==> src/sv/bsnp_pkg.sv <==
`timescale 1ns / 1ps
// ----------------------------------------------------------------------------
// bsnp_pkg
// Shared types and constants of the beacon scan nearest picker: character
// codes, field widths, parser phases, register indexes and the result record.
// ----------------------------------------------------------------------------
package bsnp_pkg;

    // Field and counter widths
    localparam int BYTE_W      = 8;
    localparam int NUM_W       = 16;
    localparam int CNT_W       = 4;
    localparam int GROUP_CFG_W = 14;
    localparam int LOSS_CFG_W  = 10;
    localparam int CFG_DATA_W  = 14;

    // Default record layout
    localparam int PREFIX_LEN_DEF   = 8;
    localparam int ID_DIGITS_DEF    = 3;
    localparam int GROUP_DIGITS_DEF = 4;
    localparam int LOSS_DIGITS_DEF  = 3;

    // Character codes of the scan reply
    localparam logic [BYTE_W-1:0] CH_COLON = 8'd58;
    localparam logic [BYTE_W-1:0] CH_ZERO  = 8'd48;
    localparam logic [BYTE_W-1:0] CH_END   = 8'd69;
    localparam logic [BYTE_W-1:0] CH_DASH  = 8'd45;

    // Colons to pass over in a record with an all-zero prefix
    localparam logic [CNT_W-1:0] SKIP_COLONS = 4'd4;

    // Register reset values
    localparam logic [GROUP_CFG_W-1:0] WANTED_GROUP_RST = 14'd3;
    localparam logic [LOSS_CFG_W-1:0]  LOSS_LIMIT_RST   = 10'd90;

    // Output queue
    localparam int OUT_DEPTH = 3;
    localparam int OUT_PTR_W = 2;
    localparam int OUT_CNT_W = 2;

    typedef enum logic [3:0] {
        PH_IDLE       = 4'd0,
        PH_PREFIX     = 4'd1,
        PH_SKIP       = 4'd2,
        PH_WAIT_ID    = 4'd3,
        PH_ID         = 4'd4,
        PH_WAIT_GROUP = 4'd5,
        PH_GROUP      = 4'd6,
        PH_WAIT_LOSS  = 4'd7,
        PH_LOSS       = 4'd8
    } phase_t;

    typedef enum logic [0:0] {
        CFG_WANTED_GROUP = 1'b0,
        CFG_LOSS_LIMIT   = 1'b1
    } cfg_index_t;

    typedef struct packed {
        logic [NUM_W-1:0] nearest_id;
        logic             any_found;
    } result_t;

endpackage

==> src/sv/beacon_scan_nearest_picker.sv <==
`timescale 1ns / 1ps
// ----------------------------------------------------------------------------
// beacon_scan_nearest_picker
// Parses a beacon scan reply byte by byte and reports the nearest beacon of
// the wanted group on each end-of-scan byte.
// ----------------------------------------------------------------------------
// Takes one reply byte per clock cycle while in_stall is low. A byte is
// captured in an input register and parsed in the next cycle by a state
// update (a multiply-by-ten add and compares); an 'E' seen between records
// yields one result via the input register. Results wait in a three-entry
// queue, and in_stall rises only while that queue, together with the byte in
// flight, is full because the consumer stalls. Write wanted_group and
// loss_limit only while no scan byte is in flight.
module beacon_scan_nearest_picker #(
    parameter int PREFIX_LEN   = bsnp_pkg::PREFIX_LEN_DEF,
    parameter int ID_DIGITS    = bsnp_pkg::ID_DIGITS_DEF,
    parameter int GROUP_DIGITS = bsnp_pkg::GROUP_DIGITS_DEF,
    parameter int LOSS_DIGITS  = bsnp_pkg::LOSS_DIGITS_DEF
) (
    input  logic                            clk,
    input  logic                            rst_n,
    input  logic                            in_valid,
    output logic                            in_stall,
    input  logic [bsnp_pkg::BYTE_W-1:0]     rx_byte,
    output logic                            out_valid,
    input  logic                            out_stall,
    output logic [bsnp_pkg::NUM_W-1:0]      nearest_id,
    output logic                            any_found,
    input  logic                            cfg_we,
    input  bsnp_pkg::cfg_index_t            cfg_index,
    input  logic [bsnp_pkg::CFG_DATA_W-1:0] cfg_data
);
    import bsnp_pkg::*;

    logic                 stage_valid_reg;
    logic [BYTE_W-1:0]    stage_byte_reg;
    logic                 accept;
    logic                 res_valid;
    result_t              res;
    result_t              out_data;
    logic [OUT_CNT_W-1:0] q_count;
    logic [OUT_CNT_W:0]   pending;

    // Hold off input when the queue cannot take a result of every byte in flight
    assign pending  = {1'b0, q_count} + (OUT_CNT_W+1)'(stage_valid_reg);
    assign in_stall = (pending >= (OUT_CNT_W+1)'(OUT_DEPTH));
    assign accept   = in_valid && !in_stall;

    // Capture the accepted transaction
    always_ff @(posedge clk or negedge rst_n)
    begin
        if (!rst_n)
        begin
            stage_valid_reg <= 1'b0;
        end
        else
        begin
            stage_valid_reg <= accept;
        end
    end

    always_ff @(posedge clk)
    begin
        if (accept)
        begin
            stage_byte_reg <= rx_byte;
        end
    end

    bsnp_parser #(
        .PREFIX_LEN   (PREFIX_LEN),
        .ID_DIGITS    (ID_DIGITS),
        .GROUP_DIGITS (GROUP_DIGITS),
        .LOSS_DIGITS  (LOSS_DIGITS)
    ) u_parser (
        .clk        (clk),
        .rst_n      (rst_n),
        .byte_valid (stage_valid_reg),
        .rx_byte    (stage_byte_reg),
        .cfg_we     (cfg_we),
        .cfg_index  (cfg_index),
        .cfg_data   (cfg_data),
        .res_valid  (res_valid),
        .res        (res)
    );

    bsnp_out_queue u_out_queue (
        .clk       (clk),
        .rst_n     (rst_n),
        .push      (res_valid),
        .push_data (res),
        .out_valid (out_valid),
        .out_stall (out_stall),
        .out_data  (out_data),
        .count     (q_count)
    );

    assign nearest_id = out_data.nearest_id;
    assign any_found  = out_data.any_found;

    a_room_for_stage: assert property (@(posedge clk) disable iff (!rst_n)
        stage_valid_reg |-> (q_count < OUT_CNT_W'(OUT_DEPTH)))
        else $error("byte in flight without queue room");

    a_stall_when_full: assert property (@(posedge clk) disable iff (!rst_n)
        (q_count == OUT_CNT_W'(OUT_DEPTH)) |-> in_stall)
        else $error("input open while queue full");

endmodule

==> src/sv/bsnp_parser.sv <==
`timescale 1ns / 1ps
// ----------------------------------------------------------------------------
// bsnp_parser
// Byte-wise scan reply parser: walks the record phases, accumulates decimal
// fields, keeps the best record and emits one result on end of scan.
// ----------------------------------------------------------------------------
module bsnp_parser #(
    parameter int PREFIX_LEN   = bsnp_pkg::PREFIX_LEN_DEF,
    parameter int ID_DIGITS    = bsnp_pkg::ID_DIGITS_DEF,
    parameter int GROUP_DIGITS = bsnp_pkg::GROUP_DIGITS_DEF,
    parameter int LOSS_DIGITS  = bsnp_pkg::LOSS_DIGITS_DEF
) (
    input  logic                              clk,
    input  logic                              rst_n,
    input  logic                              byte_valid,
    input  logic [bsnp_pkg::BYTE_W-1:0]       rx_byte,
    input  logic                              cfg_we,
    input  bsnp_pkg::cfg_index_t              cfg_index,
    input  logic [bsnp_pkg::CFG_DATA_W-1:0]   cfg_data,
    output logic                              res_valid,
    output bsnp_pkg::result_t                 res
);
    import bsnp_pkg::*;

    localparam logic [CNT_W-1:0] PREFIX_END = CNT_W'(PREFIX_LEN);
    localparam logic [CNT_W-1:0] ID_END     = CNT_W'(ID_DIGITS);
    localparam logic [CNT_W-1:0] GROUP_END  = CNT_W'(GROUP_DIGITS);
    localparam logic [CNT_W-1:0] LOSS_END   = CNT_W'(LOSS_DIGITS);

    phase_t                 phase_reg, phase_next;
    logic [CNT_W-1:0]       cnt_reg, cnt_next;
    logic [NUM_W-1:0]       acc_reg, acc_next;
    logic                   nonzero_reg, nonzero_next;
    logic [NUM_W-1:0]       cur_id_reg, cur_id_next;
    logic [NUM_W-1:0]       cur_group_reg, cur_group_next;
    logic [NUM_W-1:0]       best_id_reg, best_id_next;
    logic [NUM_W-1:0]       best_loss_reg, best_loss_next;
    logic                   found_reg, found_next;
    logic [GROUP_CFG_W-1:0] wanted_group_reg;
    logic [LOSS_CFG_W-1:0]  loss_limit_reg;

    logic [CNT_W-1:0]       cnt_inc;
    logic [NUM_W-1:0]       acc_step;
    logic                   nonzero_upd;
    logic                   keep;

    // Configuration registers
    always_ff @(posedge clk or negedge rst_n)
    begin
        if (!rst_n)
        begin
            wanted_group_reg <= WANTED_GROUP_RST;
            loss_limit_reg   <= LOSS_LIMIT_RST;
        end
        else if (cfg_we)
        begin
            case (cfg_index)
                CFG_WANTED_GROUP: wanted_group_reg <= cfg_data[GROUP_CFG_W-1:0];
                CFG_LOSS_LIMIT:   loss_limit_reg   <= cfg_data[LOSS_CFG_W-1:0];
                default:          wanted_group_reg <= wanted_group_reg;
            endcase
        end
    end

    // Shared arithmetic: counter step, value*10 + digit, keep decision
    assign cnt_inc     = cnt_reg + 1'b1;
    assign acc_step    = (acc_reg << 3) + (acc_reg << 1) + NUM_W'(rx_byte) - NUM_W'(CH_ZERO);
    assign nonzero_upd = nonzero_reg | (rx_byte != CH_ZERO);
    assign keep        = (cur_group_reg == NUM_W'(wanted_group_reg))
                         && (acc_step <= NUM_W'(loss_limit_reg))
                         && (!found_reg || (acc_step < best_loss_reg));

    // State register
    always_ff @(posedge clk or negedge rst_n)
    begin
        if (!rst_n)
        begin
            phase_reg     <= PH_IDLE;
            cnt_reg       <= '0;
            acc_reg       <= '0;
            nonzero_reg   <= 1'b0;
            cur_id_reg    <= '0;
            cur_group_reg <= '0;
            best_id_reg   <= '0;
            best_loss_reg <= '0;
            found_reg     <= 1'b0;
        end
        else
        begin
            phase_reg     <= phase_next;
            cnt_reg       <= cnt_next;
            acc_reg       <= acc_next;
            nonzero_reg   <= nonzero_next;
            cur_id_reg    <= cur_id_next;
            cur_group_reg <= cur_group_next;
            best_id_reg   <= best_id_next;
            best_loss_reg <= best_loss_next;
            found_reg     <= found_next;
        end
    end

    // Next state and result
    always_comb
    begin
        phase_next     = phase_reg;
        cnt_next       = cnt_reg;
        acc_next       = acc_reg;
        nonzero_next   = nonzero_reg;
        cur_id_next    = cur_id_reg;
        cur_group_next = cur_group_reg;
        best_id_next   = best_id_reg;
        best_loss_next = best_loss_reg;
        found_next     = found_reg;
        res_valid      = 1'b0;
        res.nearest_id = best_id_reg;
        res.any_found  = found_reg;

        if (byte_valid)
        begin
            case (phase_reg)
                PH_IDLE:
                begin
                    if (rx_byte == CH_COLON)
                    begin
                        cnt_next     = '0;
                        nonzero_next = 1'b0;
                        phase_next   = PH_PREFIX;
                    end
                    else if (rx_byte == CH_END)
                    begin
                        res_valid  = 1'b1;
                        found_next = 1'b0;
                    end
                end
                PH_PREFIX:
                begin
                    nonzero_next = nonzero_upd;
                    cnt_next     = cnt_inc;
                    if (cnt_inc >= PREFIX_END)
                    begin
                        cnt_next   = '0;
                        phase_next = nonzero_upd ? PH_WAIT_ID : PH_SKIP;
                    end
                end
                PH_SKIP:
                begin
                    if (rx_byte == CH_COLON)
                    begin
                        cnt_next = cnt_inc;
                        if (cnt_inc >= SKIP_COLONS)
                        begin
                            cnt_next   = '0;
                            phase_next = PH_IDLE;
                        end
                    end
                end
                PH_WAIT_ID:
                begin
                    if (rx_byte == CH_COLON)
                    begin
                        acc_next   = '0;
                        cnt_next   = '0;
                        phase_next = PH_ID;
                    end
                end
                PH_ID:
                begin
                    acc_next = acc_step;
                    cnt_next = cnt_inc;
                    if (cnt_inc >= ID_END)
                    begin
                        cur_id_next = acc_step;
                        phase_next  = PH_WAIT_GROUP;
                    end
                end
                PH_WAIT_GROUP:
                begin
                    if (rx_byte == CH_COLON)
                    begin
                        acc_next   = '0;
                        cnt_next   = '0;
                        phase_next = PH_GROUP;
                    end
                end
                PH_GROUP:
                begin
                    acc_next = acc_step;
                    cnt_next = cnt_inc;
                    if (cnt_inc >= GROUP_END)
                    begin
                        cur_group_next = acc_step;
                        phase_next     = PH_WAIT_LOSS;
                    end
                end
                PH_WAIT_LOSS:
                begin
                    if (rx_byte == CH_DASH)
                    begin
                        acc_next   = '0;
                        cnt_next   = '0;
                        phase_next = PH_LOSS;
                    end
                end
                PH_LOSS:
                begin
                    acc_next = acc_step;
                    cnt_next = cnt_inc;
                    if (cnt_inc >= LOSS_END)
                    begin
                        if (keep)
                        begin
                            best_id_next   = cur_id_reg;
                            best_loss_next = acc_step;
                            found_next     = 1'b1;
                        end
                        cnt_next   = '0;
                        phase_next = PH_IDLE;
                    end
                end
                default:
                begin
                    phase_next = PH_IDLE;
                    cnt_next   = '0;
                end
            endcase
        end
    end

    // A result only leaves from idle, and it always clears the found flag
    a_res_in_idle: assert property (@(posedge clk) disable iff (!rst_n)
        res_valid |-> (phase_reg == PH_IDLE))
        else $error("result outside idle");

    a_res_clears_found: assert property (@(posedge clk) disable iff (!rst_n)
        res_valid |=> !found_reg)
        else $error("found flag not cleared after result");

    a_found_has_best: assert property (@(posedge clk) disable iff (!rst_n)
        $rose(found_reg) |-> (best_loss_reg <= NUM_W'($past(loss_limit_reg))))
        else $error("kept loss above limit");

endmodule

==> src/sv/bsnp_out_queue.sv <==
`timescale 1ns / 1ps
// ----------------------------------------------------------------------------
// bsnp_out_queue
// Small result queue that decouples the parser from a stalling consumer.
// ----------------------------------------------------------------------------
module bsnp_out_queue (
    input  logic                           clk,
    input  logic                           rst_n,
    input  logic                           push,
    input  bsnp_pkg::result_t              push_data,
    output logic                           out_valid,
    input  logic                           out_stall,
    output bsnp_pkg::result_t              out_data,
    output logic [bsnp_pkg::OUT_CNT_W-1:0] count
);
    import bsnp_pkg::*;

    localparam logic [OUT_PTR_W-1:0] PTR_LAST = OUT_PTR_W'(OUT_DEPTH - 1);

    result_t                slot_reg [OUT_DEPTH];
    logic [OUT_PTR_W-1:0]   wr_ptr_reg, wr_ptr_next;
    logic [OUT_PTR_W-1:0]   rd_ptr_reg, rd_ptr_next;
    logic [OUT_CNT_W-1:0]   cnt_reg, cnt_next;
    logic                   pop;

    assign out_valid = (cnt_reg != '0);
    assign pop       = out_valid && !out_stall;
    assign out_data  = slot_reg[rd_ptr_reg];
    assign count     = cnt_reg;

    // Advance pointers and occupancy
    always_comb
    begin
        wr_ptr_next = wr_ptr_reg;
        rd_ptr_next = rd_ptr_reg;
        cnt_next    = cnt_reg;
        if (push)
        begin
            wr_ptr_next = (wr_ptr_reg == PTR_LAST) ? '0 : wr_ptr_reg + 1'b1;
        end
        if (pop)
        begin
            rd_ptr_next = (rd_ptr_reg == PTR_LAST) ? '0 : rd_ptr_reg + 1'b1;
        end
        if (push && !pop)
        begin
            cnt_next = cnt_reg + 1'b1;
        end
        else if (pop && !push)
        begin
            cnt_next = cnt_reg - 1'b1;
        end
    end

    always_ff @(posedge clk or negedge rst_n)
    begin
        if (!rst_n)
        begin
            wr_ptr_reg <= '0;
            rd_ptr_reg <= '0;
            cnt_reg    <= '0;
        end
        else
        begin
            wr_ptr_reg <= wr_ptr_next;
            rd_ptr_reg <= rd_ptr_next;
            cnt_reg    <= cnt_next;
        end
    end

    // Store the pushed transaction
    always_ff @(posedge clk)
    begin
        if (push)
        begin
            slot_reg[wr_ptr_reg] <= push_data;
        end
    end

    a_no_overflow: assert property (@(posedge clk) disable iff (!rst_n)
        push |-> (cnt_reg != OUT_CNT_W'(OUT_DEPTH)) || pop)
        else $error("push into full queue");

    a_cnt_bound: assert property (@(posedge clk) disable iff (!rst_n)
        cnt_reg <= OUT_CNT_W'(OUT_DEPTH))
        else $error("queue count out of range");

    a_pop_drains: assert property (@(posedge clk) disable iff (!rst_n)
        (pop && !push) |=> (cnt_reg == $past(cnt_reg) - 1'b1))
        else $error("pop did not drain queue");

endmodule

==> config.mk <==
export PLATFORM = sky130hd
export DESIGN_NAME = beacon_scan_nearest_picker
export DESIGN_NICKNAME = d
export VERILOG_FILES = /design/src/sv/bsnp_pkg.sv /design/src/sv/beacon_scan_nearest_picker.sv /design/src/sv/bsnp_parser.sv /design/src/sv/bsnp_out_queue.sv
export SDC_FILE = /design/constraint.sdc
export NUM_CORES = 1
export LEC_CHECK = 0
export CAP_MARGIN = 20
export CORE_MARGIN = 2
export CORE_UTILIZATION = 55
export CTS_BUF_LIST = sky130_fd_sc_hd__clkbuf_8
export DETAILED_ROUTE_END_ITERATION = 8
export DONT_BUFFER_PORTS = 1
export GPL_TIMING_DRIVEN = 1
export PLACE_DENSITY = 0.81
export SLEW_MARGIN = 20
export SYNTH_ARGS = -nofsm -noshare
export SYNTH_HDL_FRONTEND = slang
export SYNTH_SLANG_ARGS = --single-unit
==> constraint.sdc <==
create_clock -name clk -period 7.6 [get_ports clk]
set_clock_uncertainty 0.05 [all_clocks]
set_input_delay 1.52 -clock clk [delete_from_list [all_inputs] [get_ports clk]]
set_output_delay 1.52 -clock clk [all_outputs]
set_load 0.02 [all_outputs]
Yosys cells after proc, flatten, opt, wreduce, memory -nomap -nowiden
Memory sizes are Yosys's and may differ from the RTL's.
Index checks and enable logic that the tools add are counted.
{ "classes": {"div": 0, "n_lt_le_gt_ge": 6, "bitwise_logic": 2, "n_addsub": 9, "n_mul": 0, "muxes": 39, "shift": 0, "n_reduce_logical": 32, "n_eq_ne": 30} }
{ "op_table": {"columns": ["cell", "count"], "rows": [
  ["$mux W4", 16],
  ["$pmux W15 S3", 1],
  ["$pmux W4 S9", 1],
  ["$mux W15", 2],
  ["$ne A2 B1 Y1 const B", 14],
  ["$pmux W4 S6", 1],
  ["$add A16 B16 Y16", 1],
  ["$add A16 B8 Y16", 1],
  ["$eq A16 B14 Y1", 1],
  ["$eq A4 B3 Y1 const B", 4],
  ["$eq A8 B6 Y1 const B", 2],
  ["$le A16 B10 Y1", 1],
  ["$lt A16 B16 Y1", 1],
  ["$sub A16 B6 Y16 const B", 1],
  ["$mux W1", 12],
  ["$reduce_and A4 Y1", 3],
  ["$reduce_and A11 Y1", 1],
  ["$reduce_and A3 Y1", 3],
  ["$eq A4 B2 Y1 const B", 2],
  ["$eq A8 B7 Y1 const B", 1],
  ["$mux W2", 4],
  ["$ne A8 B6 Y1 const B", 1],
  ["$reduce_bool A2 Y1", 4],
  ["$add A2 B1 Y2 const B", 3],
  ["other kinds (23)", 37]
]} }
{ "word_totals": {"latch_bits": 0, "register_bits": 128, "n_memories": 1, "ram_bits": 51, "output_inout_bits": 19, "input_bits": 28, "elab_cells": 135, "romBits": 0} }
{ "mem_list": {"columns": ["memory", "words", "width", "read_ports", "rd_ports_with_merged_regs", "wr", "line", "rtl"], "rows": [
  ["u_out_queue.slot_reg", 3, 17, 1, 0, 1, "bsnp_out_queue.sv:20", "result_t slot_reg [OUT_DEPTH];"]
]} }

Depth between registers and ports, before layout
Gate-level depths: netlist (run 1).
{ "depth": {"ltp_word": 9, "ltp_mapped": 22} }

Cells and area by module
From an unflattened synthesis (run 1), not the netlist that was laid out.
{ "hier_totals": {"cells_unflattened": 780, "hier_area_um2": 9097.5} }
{ "by_module_without_submodules": {"columns": ["mod", "area_each_um2", "n_inst", "cells_each", "seq_area_each_um2"], "rows": [
  ["bsnp_parser", 6612.6, 1, 633, 2835.2],
  ["bsnp_out_queue", 2177.1, 1, 133, 1681.6],
  ["beacon_scan_nearest_picker", 307.8, 1, 14, 265.3]
]} }

Worst setup path after synthesis (run 1)
OpenSTA, ideal clock, no wires.
{ "synth_path": {"kind": "register -> register", "from": "reg stage_byte_reg[3]", "to": "reg u_parser.best_id_reg[10]", "period_less_slack_ps": 4830, "t_arrival_ps": 4655, "path_stages_with_launch": 23, "setup_time_ps": 125, "path_slack_ps": 2770, "n_path_buf": 2, "path_cell_list": "edfxtp_1 -> inv_1 -> fa_1 -> inv_1 -> ha_1 -> ha_1 -> inv_1 -> fa_1 -> nor2b_1 -> o31a_1 -> or3_1 -> xnor2_1 -> inv_1 -> ha_1 -> a21oi_1 -> o21ai_0 -> a2111oi_0 -> o41ai_1 -> a21oi_1 -> and4_1 -> buf_6 -> buf_12 -> mux2_4"} }
{ "synth_via": {"elab_chain_len": 6, "word_cells_on_any_way": 8, "cone_classes": "2 x add/sub; 2 x order compare; 4 x reduce/logical"} }
{ "synth_rtl": {"columns": ["element", "line", "rtl"], "rows": [
  ["start, declared", "beacon_scan_nearest_picker.sv:36", "logic [BYTE_W-1:0] stage_byte_reg;"],
  ["start signal, assigned", "beacon_scan_nearest_picker.sv:66", "stage_byte_reg <= rx_byte;"],
  ["$add A16 B8 Y16 (*)", "bsnp_parser.sv:67", "assign acc_step = (acc_reg << 3) + (acc_reg << 1) + NUM_W'(rx_byte) - NUM_W'(CH_ZERO);"],
  ["$sub A16 B6 Y16 (*)", "bsnp_parser.sv:67", null],
  ["net u_parser.acc_step[9]", "bsnp_parser.sv:43", "logic [NUM_W-1:0] acc_step;"],
  ["$le A16 B10 Y1 or $lt A16 B16 Y1 (tied branches)", "bsnp_parser.sv:70, bsnp_parser.sv:71", null],
  ["$logic_and A1 B1 Y1 or $logic_or A1 B1 Y1 (tied branches)", "bsnp_parser.sv:70, bsnp_parser.sv:71", null],
  ["$logic_and A1 B1 Y1 (*)", "bsnp_parser.sv:71", "&& (!found_reg || (acc_step < best_loss_reg));"],
  ["$reduce_and A4 Y1 (no line) (*)", null, null],
  ["end signal, assigned", "bsnp_parser.sv:96", "best_id_reg <= best_id_next;"],
  ["end, declared", "bsnp_parser.sv:36", "logic [NUM_W-1:0] best_id_reg, best_id_next;"]
]} }
Mark *: on every way through the listed nets, which the timed path passes. The rest lies on a longest branch.
A chain may end at the register's enable or synchronous reset.

Worst setup path after layout (run 1)
{ "layout_path": {"from": "reg stage_byte_reg[3]", "to": "reg u_parser.best_id_reg[0]"} }
The elaborated chain is that of the path after synthesis.

==> results of run 1 <==
==> layer usage <==
layer | GRT usage, % | vias to the layer above | wire length [um]
li1 | - | 2807 | -
met1 | 27.8 | 2799 | 7630
met4 | 9.10 | 2 | 554
met2 | 32.5 | 148 | 8190
met5 | 0 | - | 12
met3 | 4.30 | 43 | 780
==> worst max-delay path, delay by kind of cell, from the launching register on <==
kind                       cells  cell delay, ps
buffers and inverters          4             360
xor gates and xnor gates       1             430
AOI/OAI and AO/OA              6            1260
DFF                            1             420
muxes                          1             420
and+or+nand+nor                3            1360
adders and majority gates      5            1580
==> synth_stat cells, drive strengths merged, types with 3 or more instances <==
cell type  count
a211o          3
a211oi         5
a21o          11
a21oi         18
a31oi          5
a41oi          4
and3           7
buf            7
clkbuf        21
dfrtp        114
dfstp          6
edfxtp        59
fa             6
ha            65
inv           89
mux2          55
mux2i         25
nand2         62
nand2b        10
nand3         16
nand4         10
nor2          19
nor2b          7
nor3          14
nor4           7
nor4b          3
o2111ai        3
o211a          3
o211ai         3
o21ai         63
o21bai         6
o31ai          3
or2            3
or3            4
xnor2         19
xor2          12
==> per-stage QoR <==
stage | setup WS, ps | cells | cell area (um2)
2_1_floorplan | 2770 | 792 | 9220
6_report | 1590 | 1026 | 9860
3_5_place_dp | 1760 | 994 | 9430
5_1_grt | 1240 | 1026 | 9860
3_3_place_gp | 1940 | 994 | 9430
4_1_cts | 1670 | 1026 | 9860
==> kinds of logic after synthesis <==
logic type	Yosys count	share of synthesized area, %
buf+inv	117	5.35
xor+xnor	31	2.95
compound gates	142	9.69
mux	80	10.2
simple gates	172	9.84
flops	179	51.9
fa+ha+maj	71	10.1
==> worst max-delay path by stage <==
stage | from | slack [ps] | cells after the start | endpoint
6_report | stage_byte_reg[3] | 1590 | 20 | u_parser.best_id_reg[0]
5_1_grt | stage_byte_reg[3] | 1240 | 20 | u_parser.best_id_reg[0]
4_1_cts | stage_byte_reg[3] | 1670 | 20 | u_parser.best_id_reg[0]
3_5_place_dp | stage_byte_reg[3] | 1760 | 20 | u_parser.best_id_reg[0]
3_3_place_gp | stage_byte_reg[3] | 1940 | 20 | u_parser.best_id_reg[1]
2_1_floorplan | stage_byte_reg[3] | 2770 | 22 | u_parser.best_id_reg[10]
==> final cells by class <==
cell class	count	share of cell area (%)
repair buffers	10	0.761
flip-flops and latches	179	48.5
clock inverters	13	1.75
inverters	89	3.39
well taps	220	2.79
multi-input cells	496	40.2
clock buffers	19	2.65
==> run summary, run 1 <==
outcome - complete, no violations
hold_buf cts - 0
setup bufs post-CTS - 0
Fill cells - 1,289
final wirelength - 17,200 um
critical path, cell by cell - inv_1, fa_1, inv_1, ha_1, ha_1, inv_1, fa_1, nor2b_1, o31a_1, or3_1, xnor2_1, inv_1, ha_1, a21oi_1, o21ai_0, a2111oi_0, o41ai_1, a21oi_1, and4_2, mux2_2
Final setup violation count - 0
height of the die - 133 um
TritonCTS clock tree - done
DRT Pass-1 Iters - 5
most frequent cells in the layout - 114 x dfrtp_1, 88 x inv_1, 65 x ha_1
YS warnings - 0
Setup TNS - 0 ps
DRC Markers - 0
starting density of the core - 56.0%
syn nets - 891
CORE AREA - 0.0165 mm2
WHS Path Cells - 2
pin count of the biggest net entering global routing - 121
area occupied by multi-input gates - 0.00396 mm2
CP max stage delay - 910 ps
Setup crit end kind - register
hpwl dp - 12,200 um
via count - 5,799
Clock Pin Slew Worst Setup and Hold Paths - 90 ps
max cap viols - 0
Tmin final - 6010 ps
Mean Syn Cell Area - 11.6 um2
final hold vios - 0
sequential fraction of the synthesis area - 51.9%
Layout area overhead - 6.96%
number of enable flip-flop cells after synthesis - 59
R2R Path Start - stage_byte_reg[3]
reg-to-reg endpoint - u_parser.best_id_reg[0]
port bufs - 0
top cell type's share of synthesized area - 30.9%
Final Max Tran Viols - 0
Crit path required time - 7900 ps
slowest CP cell - and4_2
FF-to-FF path depth - 20
clock sinks - 179
RSZ-0062 raised after global routing - no
Avg Vias per Cell - 5.65
IO Count - 47
final period utilization - 79.1%
antenna violations before repair - 1
1st-iter DRT viols - 414
post_cts resized - 0
hold path start - u_parser.cur_id_reg[4]
number of buffers created by CTS - 17
FFs w/ async S/R, synth - 67.0%
Crit Path Class - register to register
f_max - 166 MHz
row cnt - 47
vias in the first global route - 5,568
clk_lat worst skew - 470 ps
total track usage - 20.6%
first-pass GRT wire length - 28,600 um
Syn Std Cell Area - 0.00922 mm2
Worst Hold Path EP - u_parser.cur_id_reg[4]
max reg flops - 51
NumNets Final - 892
Post-Syn Instances - 792
die area - 0.0178 mm2
Max-slew headroom - 33.9%
critical path startpoint category - register
n_diodes - 0
Final Core Density - 59.9%
Yosys reg bits - 179
main flop type after synthesis - dfrtp_1
Max Buffers Root-to-Sink - 2
H-tree depth - 4
Hold WS - 435 ps
Avg WL per Cell - 16.7 um
measured slew at the worst slew-check pin - 992 ps
Reg area - 0.00478 mm2
die span in x - 133 um
share of post-route cells with drive strength above 1 - 15.0%
Reg2Reg Setup Slack - 1590 ps
Detail Route Antenna Nets - 0
Placer Congestion - 0.913
total global routing overflow - 0
top post-synthesis cells by area - dfrtp_1 31%, edfxtp_1 19%, ha_1 8.8%, mux2_2 4.5%, inv_1 3.6%
Arr. time, crit path - 6310 ps
worst-path fanout max - 32
commonest non-fill, non-tap cell in the layout - dfrtp_1
Worst Hold Class - register to register
most frequent CP cell - inv_1
top cell type by total area after synthesis - dfrtp_1
Yosys cell types - 69
clock root buffer - clkbuf_8
Power of run 1 is not shown: default switching activity piles up to over one toggle a cycle in this logic, so the estimate is an artifact.
==> inputs of run 2 (changes only) <==
--- a/config.mk
+++ b/config.mk
@@ -5,6 +5,7 @@
 export SDC_FILE = /design/constraint.sdc
 export NUM_CORES = 1
 export LEC_CHECK = 0
+export ABC_AREA = 1
 export CAP_MARGIN = 20
 export CORE_MARGIN = 2
 export CORE_UTILIZATION = 55
@@ -12,7 +13,7 @@
 export DETAILED_ROUTE_END_ITERATION = 8
 export DONT_BUFFER_PORTS = 1
 export GPL_TIMING_DRIVEN = 1
-export PLACE_DENSITY = 0.81
+export PLACE_DENSITY = 0.84
 export SLEW_MARGIN = 20
 export SYNTH_ARGS = -nofsm -noshare
 export SYNTH_HDL_FRONTEND = slang
==> constraint.sdc (replaced) <==
create_clock -name clk -period 4.83 [get_ports clk]
set_clock_uncertainty 0.05 [all_clocks]
set_input_delay 0.966 -clock clk [delete_from_list [all_inputs] [get_ports clk]]
set_output_delay 0.966 -clock clk [all_outputs]
set_load 0.02 [all_outputs]
==> run summary, run 2 <==
Reg2Reg Setup Slack - 410 ps
1st-iter DRT viols - 455
total global routing overflow - 0
sequential fraction of the synthesis area - 52.2%
first-pass GRT wire length - 29,900 um
f_max - 226 MHz
number of buffers created by CTS - 17
final wirelength - 17,300 um
Avg WL per Cell - 13.9 um
Crit Path Class - register to register
RSZ-0062 raised after global routing - no
n_diodes - 0
die area - 0.0177 mm2
FF-to-FF path depth - 24
clk_lat worst skew - 480 ps
main flop type after synthesis - dfrtp_1
Final Max Tran Viols - 0
starting density of the core - 55.7%
critical path, cell by cell - inv_1, fa_1, inv_1, ha_1, ha_1, inv_1, fa_1, inv_1, nand3_1, nand2_2, nand2_1, nand2_1, nand2_1, nand2_2, inv_1, ha_1, a21oi_1, o21ai_0, a21oi_1, nand2_1, nand2_1, nand3_4, inv_1, nor2_1
Mean Syn Cell Area - 9.15 um2
outcome - complete, no violations
pin count of the biggest net entering global routing - 121
Setup crit end kind - register
Max-slew headroom - 40.7%
height of the die - 133 um
antenna violations before repair - 0
Tmin final - 4420 ps
most frequent CP cell - inv_1
Arr. time, crit path - 4740 ps
DRC Markers - 0
hpwl dp - 12,500 um
Clock Pin Slew Worst Setup and Hold Paths - 100 ps
Max Buffers Root-to-Sink - 2
H-tree depth - 4
top post-synthesis cells by area - dfrtp_1 31%, edfxtp_1 19%, nand2_1 12%, ha_1 8.9%, inv_1 6.1%
slowest CP cell - fa_1
measured slew at the worst slew-check pin - 889 ps
final hold vios - 0
TritonCTS clock tree - done
top cell type by total area after synthesis - dfrtp_1
YS warnings - 0
critical path startpoint category - register
number of enable flip-flop cells after synthesis - 59
vias in the first global route - 6,246
commonest non-fill, non-tap cell in the layout - nand2_1
IO Count - 47
area occupied by multi-input gates - 0.00372 mm2
Layout area overhead - 7.10%
total track usage - 21.3%
Yosys reg bits - 179
Syn Std Cell Area - 0.00917 mm2
reg-to-reg endpoint - u_parser.best_loss_reg[15]
Crit path required time - 5140 ps
max reg flops - 51
count leader, synth - nand2_1
Fill cells - 1,379
Placer Congestion - 0.940
leading cell types by count after synthesis - 282 x nand2_1, 150 x inv_1, 114 x dfrtp_1, 65 x ha_1, 59 x edfxtp_1
FFs w/ async S/R, synth - 67.0%
max cap viols - 0
Worst Hold Class - input pin to async pin
R2R Path Start - stage_byte_reg[3]
Yosys cell types - 43
Final setup violation count - 0
port bufs - 0
worst-path fanout max - 27
Post-Syn Instances - 1,002
via count - 6,503
Detail Route Antenna Nets - 0
share of post-route cells with drive strength above 1 - 7.34%
most frequent cells in the layout - 282 x nand2_1, 150 x inv_1, 114 x dfrtp_1
clock root buffer - clkbuf_8
row cnt - 47
die span in x - 133 um
syn nets - 1,101
DRT Pass-1 Iters - 5
Setup TNS - 0 ps
CP max stage delay - 530 ps
clock sinks - 179
CORE AREA - 0.0165 mm2
top cell type's share of synthesized area - 31.1%
Reg area - 0.00478 mm2
final period utilization - 91.6%
NumNets Final - 1,108
Avg Vias per Cell - 5.24
[run 2: cell types whose count changed after synthesis, moves of 18 or more]
cell,before,now
nand3_1,16,44
nand4_1,10,30
nor2_1,18,57
mux2_4,18,0
inv_1,88,150
mux2i_1,25,0
nand2_1,61,282
mux2_2,37,5
[run 2: area by class of cell]
cell class / instances / area share [%]
flip-flops and latches: 179 / 48.7
repair buffers: 11 / 0.841
well taps: 220 / 2.80
clock buffers: 17 / 2.38
inverters: 152 / 5.81
clock inverters: 15 / 1.62
multi-input cells: 648 / 37.8
[run 2: through the flow]
stage	util, %	setup WS (ps)	cell area [um2]	hold WS, ps	cells
5_1_grt	59.6	61.5	9820	85.0	1242
3_5_place_dp	57.2	408	9420	408	1210
4_1_cts	59.6	379	9810	86.8	1242
6_report	59.6	407	9820	118	1242
3_3_place_gp	57.2	507	9420	404	1210
2_1_floorplan	-	781	9170	391	1002
[run 2: repair_timing]
item / CTS / global route
hold buffers: 0 / 0
gates resized for setup: 0 / 1
hold endpoints to repair: 0 / 0
setup endpoints to repair: 0 / 6
buffers inserted: 0 / 0
[run 2: worst max path at each step]
stage / start / end / slack (ps) / depth (start not counted)
finish: stage_byte_reg[3] / u_parser.best_loss_reg[15] / 410 / 24
global route: stage_byte_reg[3] / u_parser.best_loss_reg[15] / 60 / 27
CTS: stage_byte_reg[3] / u_parser.best_loss_reg[15] / 380 / 26
detailed placement: stage_byte_reg[3] / u_parser.best_loss_reg[15] / 410 / 26
global placement: stage_byte_reg[3] / u_parser.best_loss_reg[11] / 510 / 26
floorplan: stage_byte_reg[3] / u_parser.best_id_reg[10] / 780 / 26
[run 2: logic make-up (layout without fill, tap and decap cells)]
group / after synthesis / count (layout) / synth area share (%)
and+or+nand+nor: 435 / 435 / 20.2
xor gates and xnor gates: 25 / 25 / 2.67
muxes: 5 / 5 / 0.614
AOI/OAI and AO/OA: 112 / 112 / 6.75
DFF: 179 / 179 / 52.2
adders and majority gates: 71 / 71 / 10.2
buffers and inverters: 175 / 195 / 7.45
[run 2: layer usage]
| metal | part of all wire (%) | track usage, % | up-vias |
|---|---|---|---|
| li1 | - | - | 3264 |
| met1 | 44 | 28.1 | 3040 |
| met2 | 49 | 35.7 | 171 |
| met3 | 5.1 | 4.19 | 28 |
| met4 | 1.8 | 6.97 | 0 |
| met5 | 0 | 0 | - |
[run 2: worst max-delay path: cells and delay by family (launching register included)]
| family | cells | cell delay, ps |
|---|---|---|
| AO/OA/AOI/OAI | 3 | 480 |
| flip-flops | 1 | 420 |
| adder cells (fa/ha/maj) | 5 | 1660 |
| AND/OR/NAND/NOR | 10 | 1070 |
| buffers and inverters | 6 | 620 |
Power of run 2 is left out for the same reason.
==> inputs of run 3 (changes only) <==
--- a/config.mk
+++ b/config.mk
@@ -6,14 +6,14 @@
 export NUM_CORES = 1
 export LEC_CHECK = 0
 export ABC_AREA = 1
+export BUFFER_PORTS_ARGS = -buffer_cell sky130_fd_sc_hd__buf_2
 export CAP_MARGIN = 20
 export CORE_MARGIN = 2
 export CORE_UTILIZATION = 55
 export CTS_BUF_LIST = sky130_fd_sc_hd__clkbuf_8
 export DETAILED_ROUTE_END_ITERATION = 8
-export DONT_BUFFER_PORTS = 1
 export GPL_TIMING_DRIVEN = 1
-export PLACE_DENSITY = 0.84
+export PLACE_DENSITY = 0.87
 export SLEW_MARGIN = 20
 export SYNTH_ARGS = -nofsm -noshare
 export SYNTH_HDL_FRONTEND = slang
==> run summary, run 3 (synthesis gave the netlist of run 2 again) <==
outcome - complete, no violations
Reg2Reg Setup Slack - 350 ps
measured slew at the worst slew-check pin - 907 ps
Fill cells - 1,381
via count - 6,764
Avg Vias per Cell - 5.23
CORE AREA - 0.0165 mm2
first-pass GRT wire length - 31,800 um
most frequent cells in the layout - 282 x nand2_1, 152 x inv_1, 114 x dfrtp_1
CP max stage delay - 540 ps
clk_lat worst skew - 460 ps
max reg flops - 51
H-tree depth - 4
CP endpoint - u_parser.best_loss_reg[3]
final hold vios - 0
total global routing overflow - 0
slowest CP cell - fa_1
TritonCTS clock tree - done
total track usage - 22.6%
starting density of the core - 55.7%
RSZ-0062 raised after global routing - no
vias in the first global route - 6,691
final period utilization - 92.8%
port bufs - 46
setup bufs post-CTS - 0
number of buffers created by CTS - 17
Tmin final - 4480 ps
Setup crit end kind - register
Setup TNS - 0 ps
Layout area overhead - 10.0%
Max Buffers Root-to-Sink - 2
commonest non-fill, non-tap cell in the layout - nand2_1
Reg area - 0.00478 mm2
critical path, cell by cell - inv_1, fa_1, inv_1, ha_1, ha_1, inv_1, fa_1, inv_1, nand3_1, nand2_2, nand2_1, nand2_1, xor2_1, ha_1, a21oi_1, o21ai_0, a21oi_1, nand2_1, nand2_1, nand3_2, nand2_1, nand2_1
IO Count - 47
Worst Hold Class - register to register
Detail Route Antenna Nets - 0
Avg WL per Cell - 14.4 um
height of the die - 133 um
area occupied by multi-input gates - 0.00372 mm2
most frequent CP cell - nand2_1
share of post-route cells with drive strength above 1 - 11.6%
clock root buffer - clkbuf_8
pin count of the biggest net entering global routing - 52
hold_buf cts - 0
final wirelength - 18,600 um
DRC Markers - 0
NumNets Final - 1,159
antenna violations before repair - 0
critical path startpoint category - register
Arr. time, crit path - 4790 ps
Clock Pin Slew Worst Setup and Hold Paths - 90 ps
die area - 0.0177 mm2
max cap viols - 0
n_diodes - 0
DRT Pass-1 Iters - 5
row cnt - 47
Max-slew headroom - 39.5%
clock sinks - 179
Final Max Tran Viols - 0
1st-iter DRT viols - 505
R2R Path Start - stage_byte_reg[3]
Placer Congestion - 0.974
launch point of the worst path - stage_byte_reg[3]
reg-to-reg endpoint - u_parser.best_loss_reg[3]
hpwl dp - 13,200 um
die span in x - 133 um
worst-path fanout max - 13
Crit path required time - 5130 ps
f_max - 223 MHz
Final setup violation count - 0
post_cts resized - 0
FF-to-FF path depth - 22
Crit Path Class - register to register
## run 3: routing by layer
metal / global-route usage (%) / vias up / share of wire [%]
met5: 0 / - / 0
met3: 4.26 / 36 / 3.9
met2: 37.9 / 151 / 49
li1: - / 3369 / -
met1: 30.2 / 3208 / 46
met4: 6.68 / 0 / 1.9
## run 3: layout make-up
type,count,share of cell area [%]
repair buffers,61,3.42
flip-flops and latches,179,47.4
inverters,152,5.66
well taps,220,2.73
clock inverters,13,1.31
multi-input cells,649,36.9
clock buffers,19,2.59
## run 3: how the worst min path moves through the flow
stage                                from                    endpoint  slack, ps  cells past startpoint
2_1_floorplan  u_parser.cur_group_reg[14]  u_parser.cur_group_reg[14]        390                      2
3_3_place_gp    u_parser.best_loss_reg[4]   u_parser.best_loss_reg[4]        400                      2
3_5_place_dp   u_parser.cur_group_reg[14]  u_parser.cur_group_reg[14]        410                      2
4_1_cts         u_parser.best_loss_reg[9]   u_parser.best_loss_reg[9]        430                      2
5_1_grt            u_parser.cur_id_reg[7]      u_parser.cur_id_reg[7]        460                      2
6_report           u_parser.cur_id_reg[7]      u_parser.cur_id_reg[7]        430                      2
## run 3: per-stage QoR
stage,area [um2],setup WS [ps],cells,util (%),hold slack (ps)
finish,10100,348,1293,61.3,428
floorplan,9170,781,1002,-,391
detailed placement,9680,410,1260,58.8,408
global route,10100,16.0,1293,61.3,456
global placement,9680,535,1260,58.8,404
CTS,10100,391,1292,61.2,430
## run 3: worst max-delay path: cells and delay by family (launching register included)
family	cells	cell delay [ps]
fa+ha+maj	5	1710
buf+inv	4	300
simple gates	9	1160
flops	1	420
compound gates	3	370
xor+xnor	1	380
Power of run 3 is left out for the same reason.
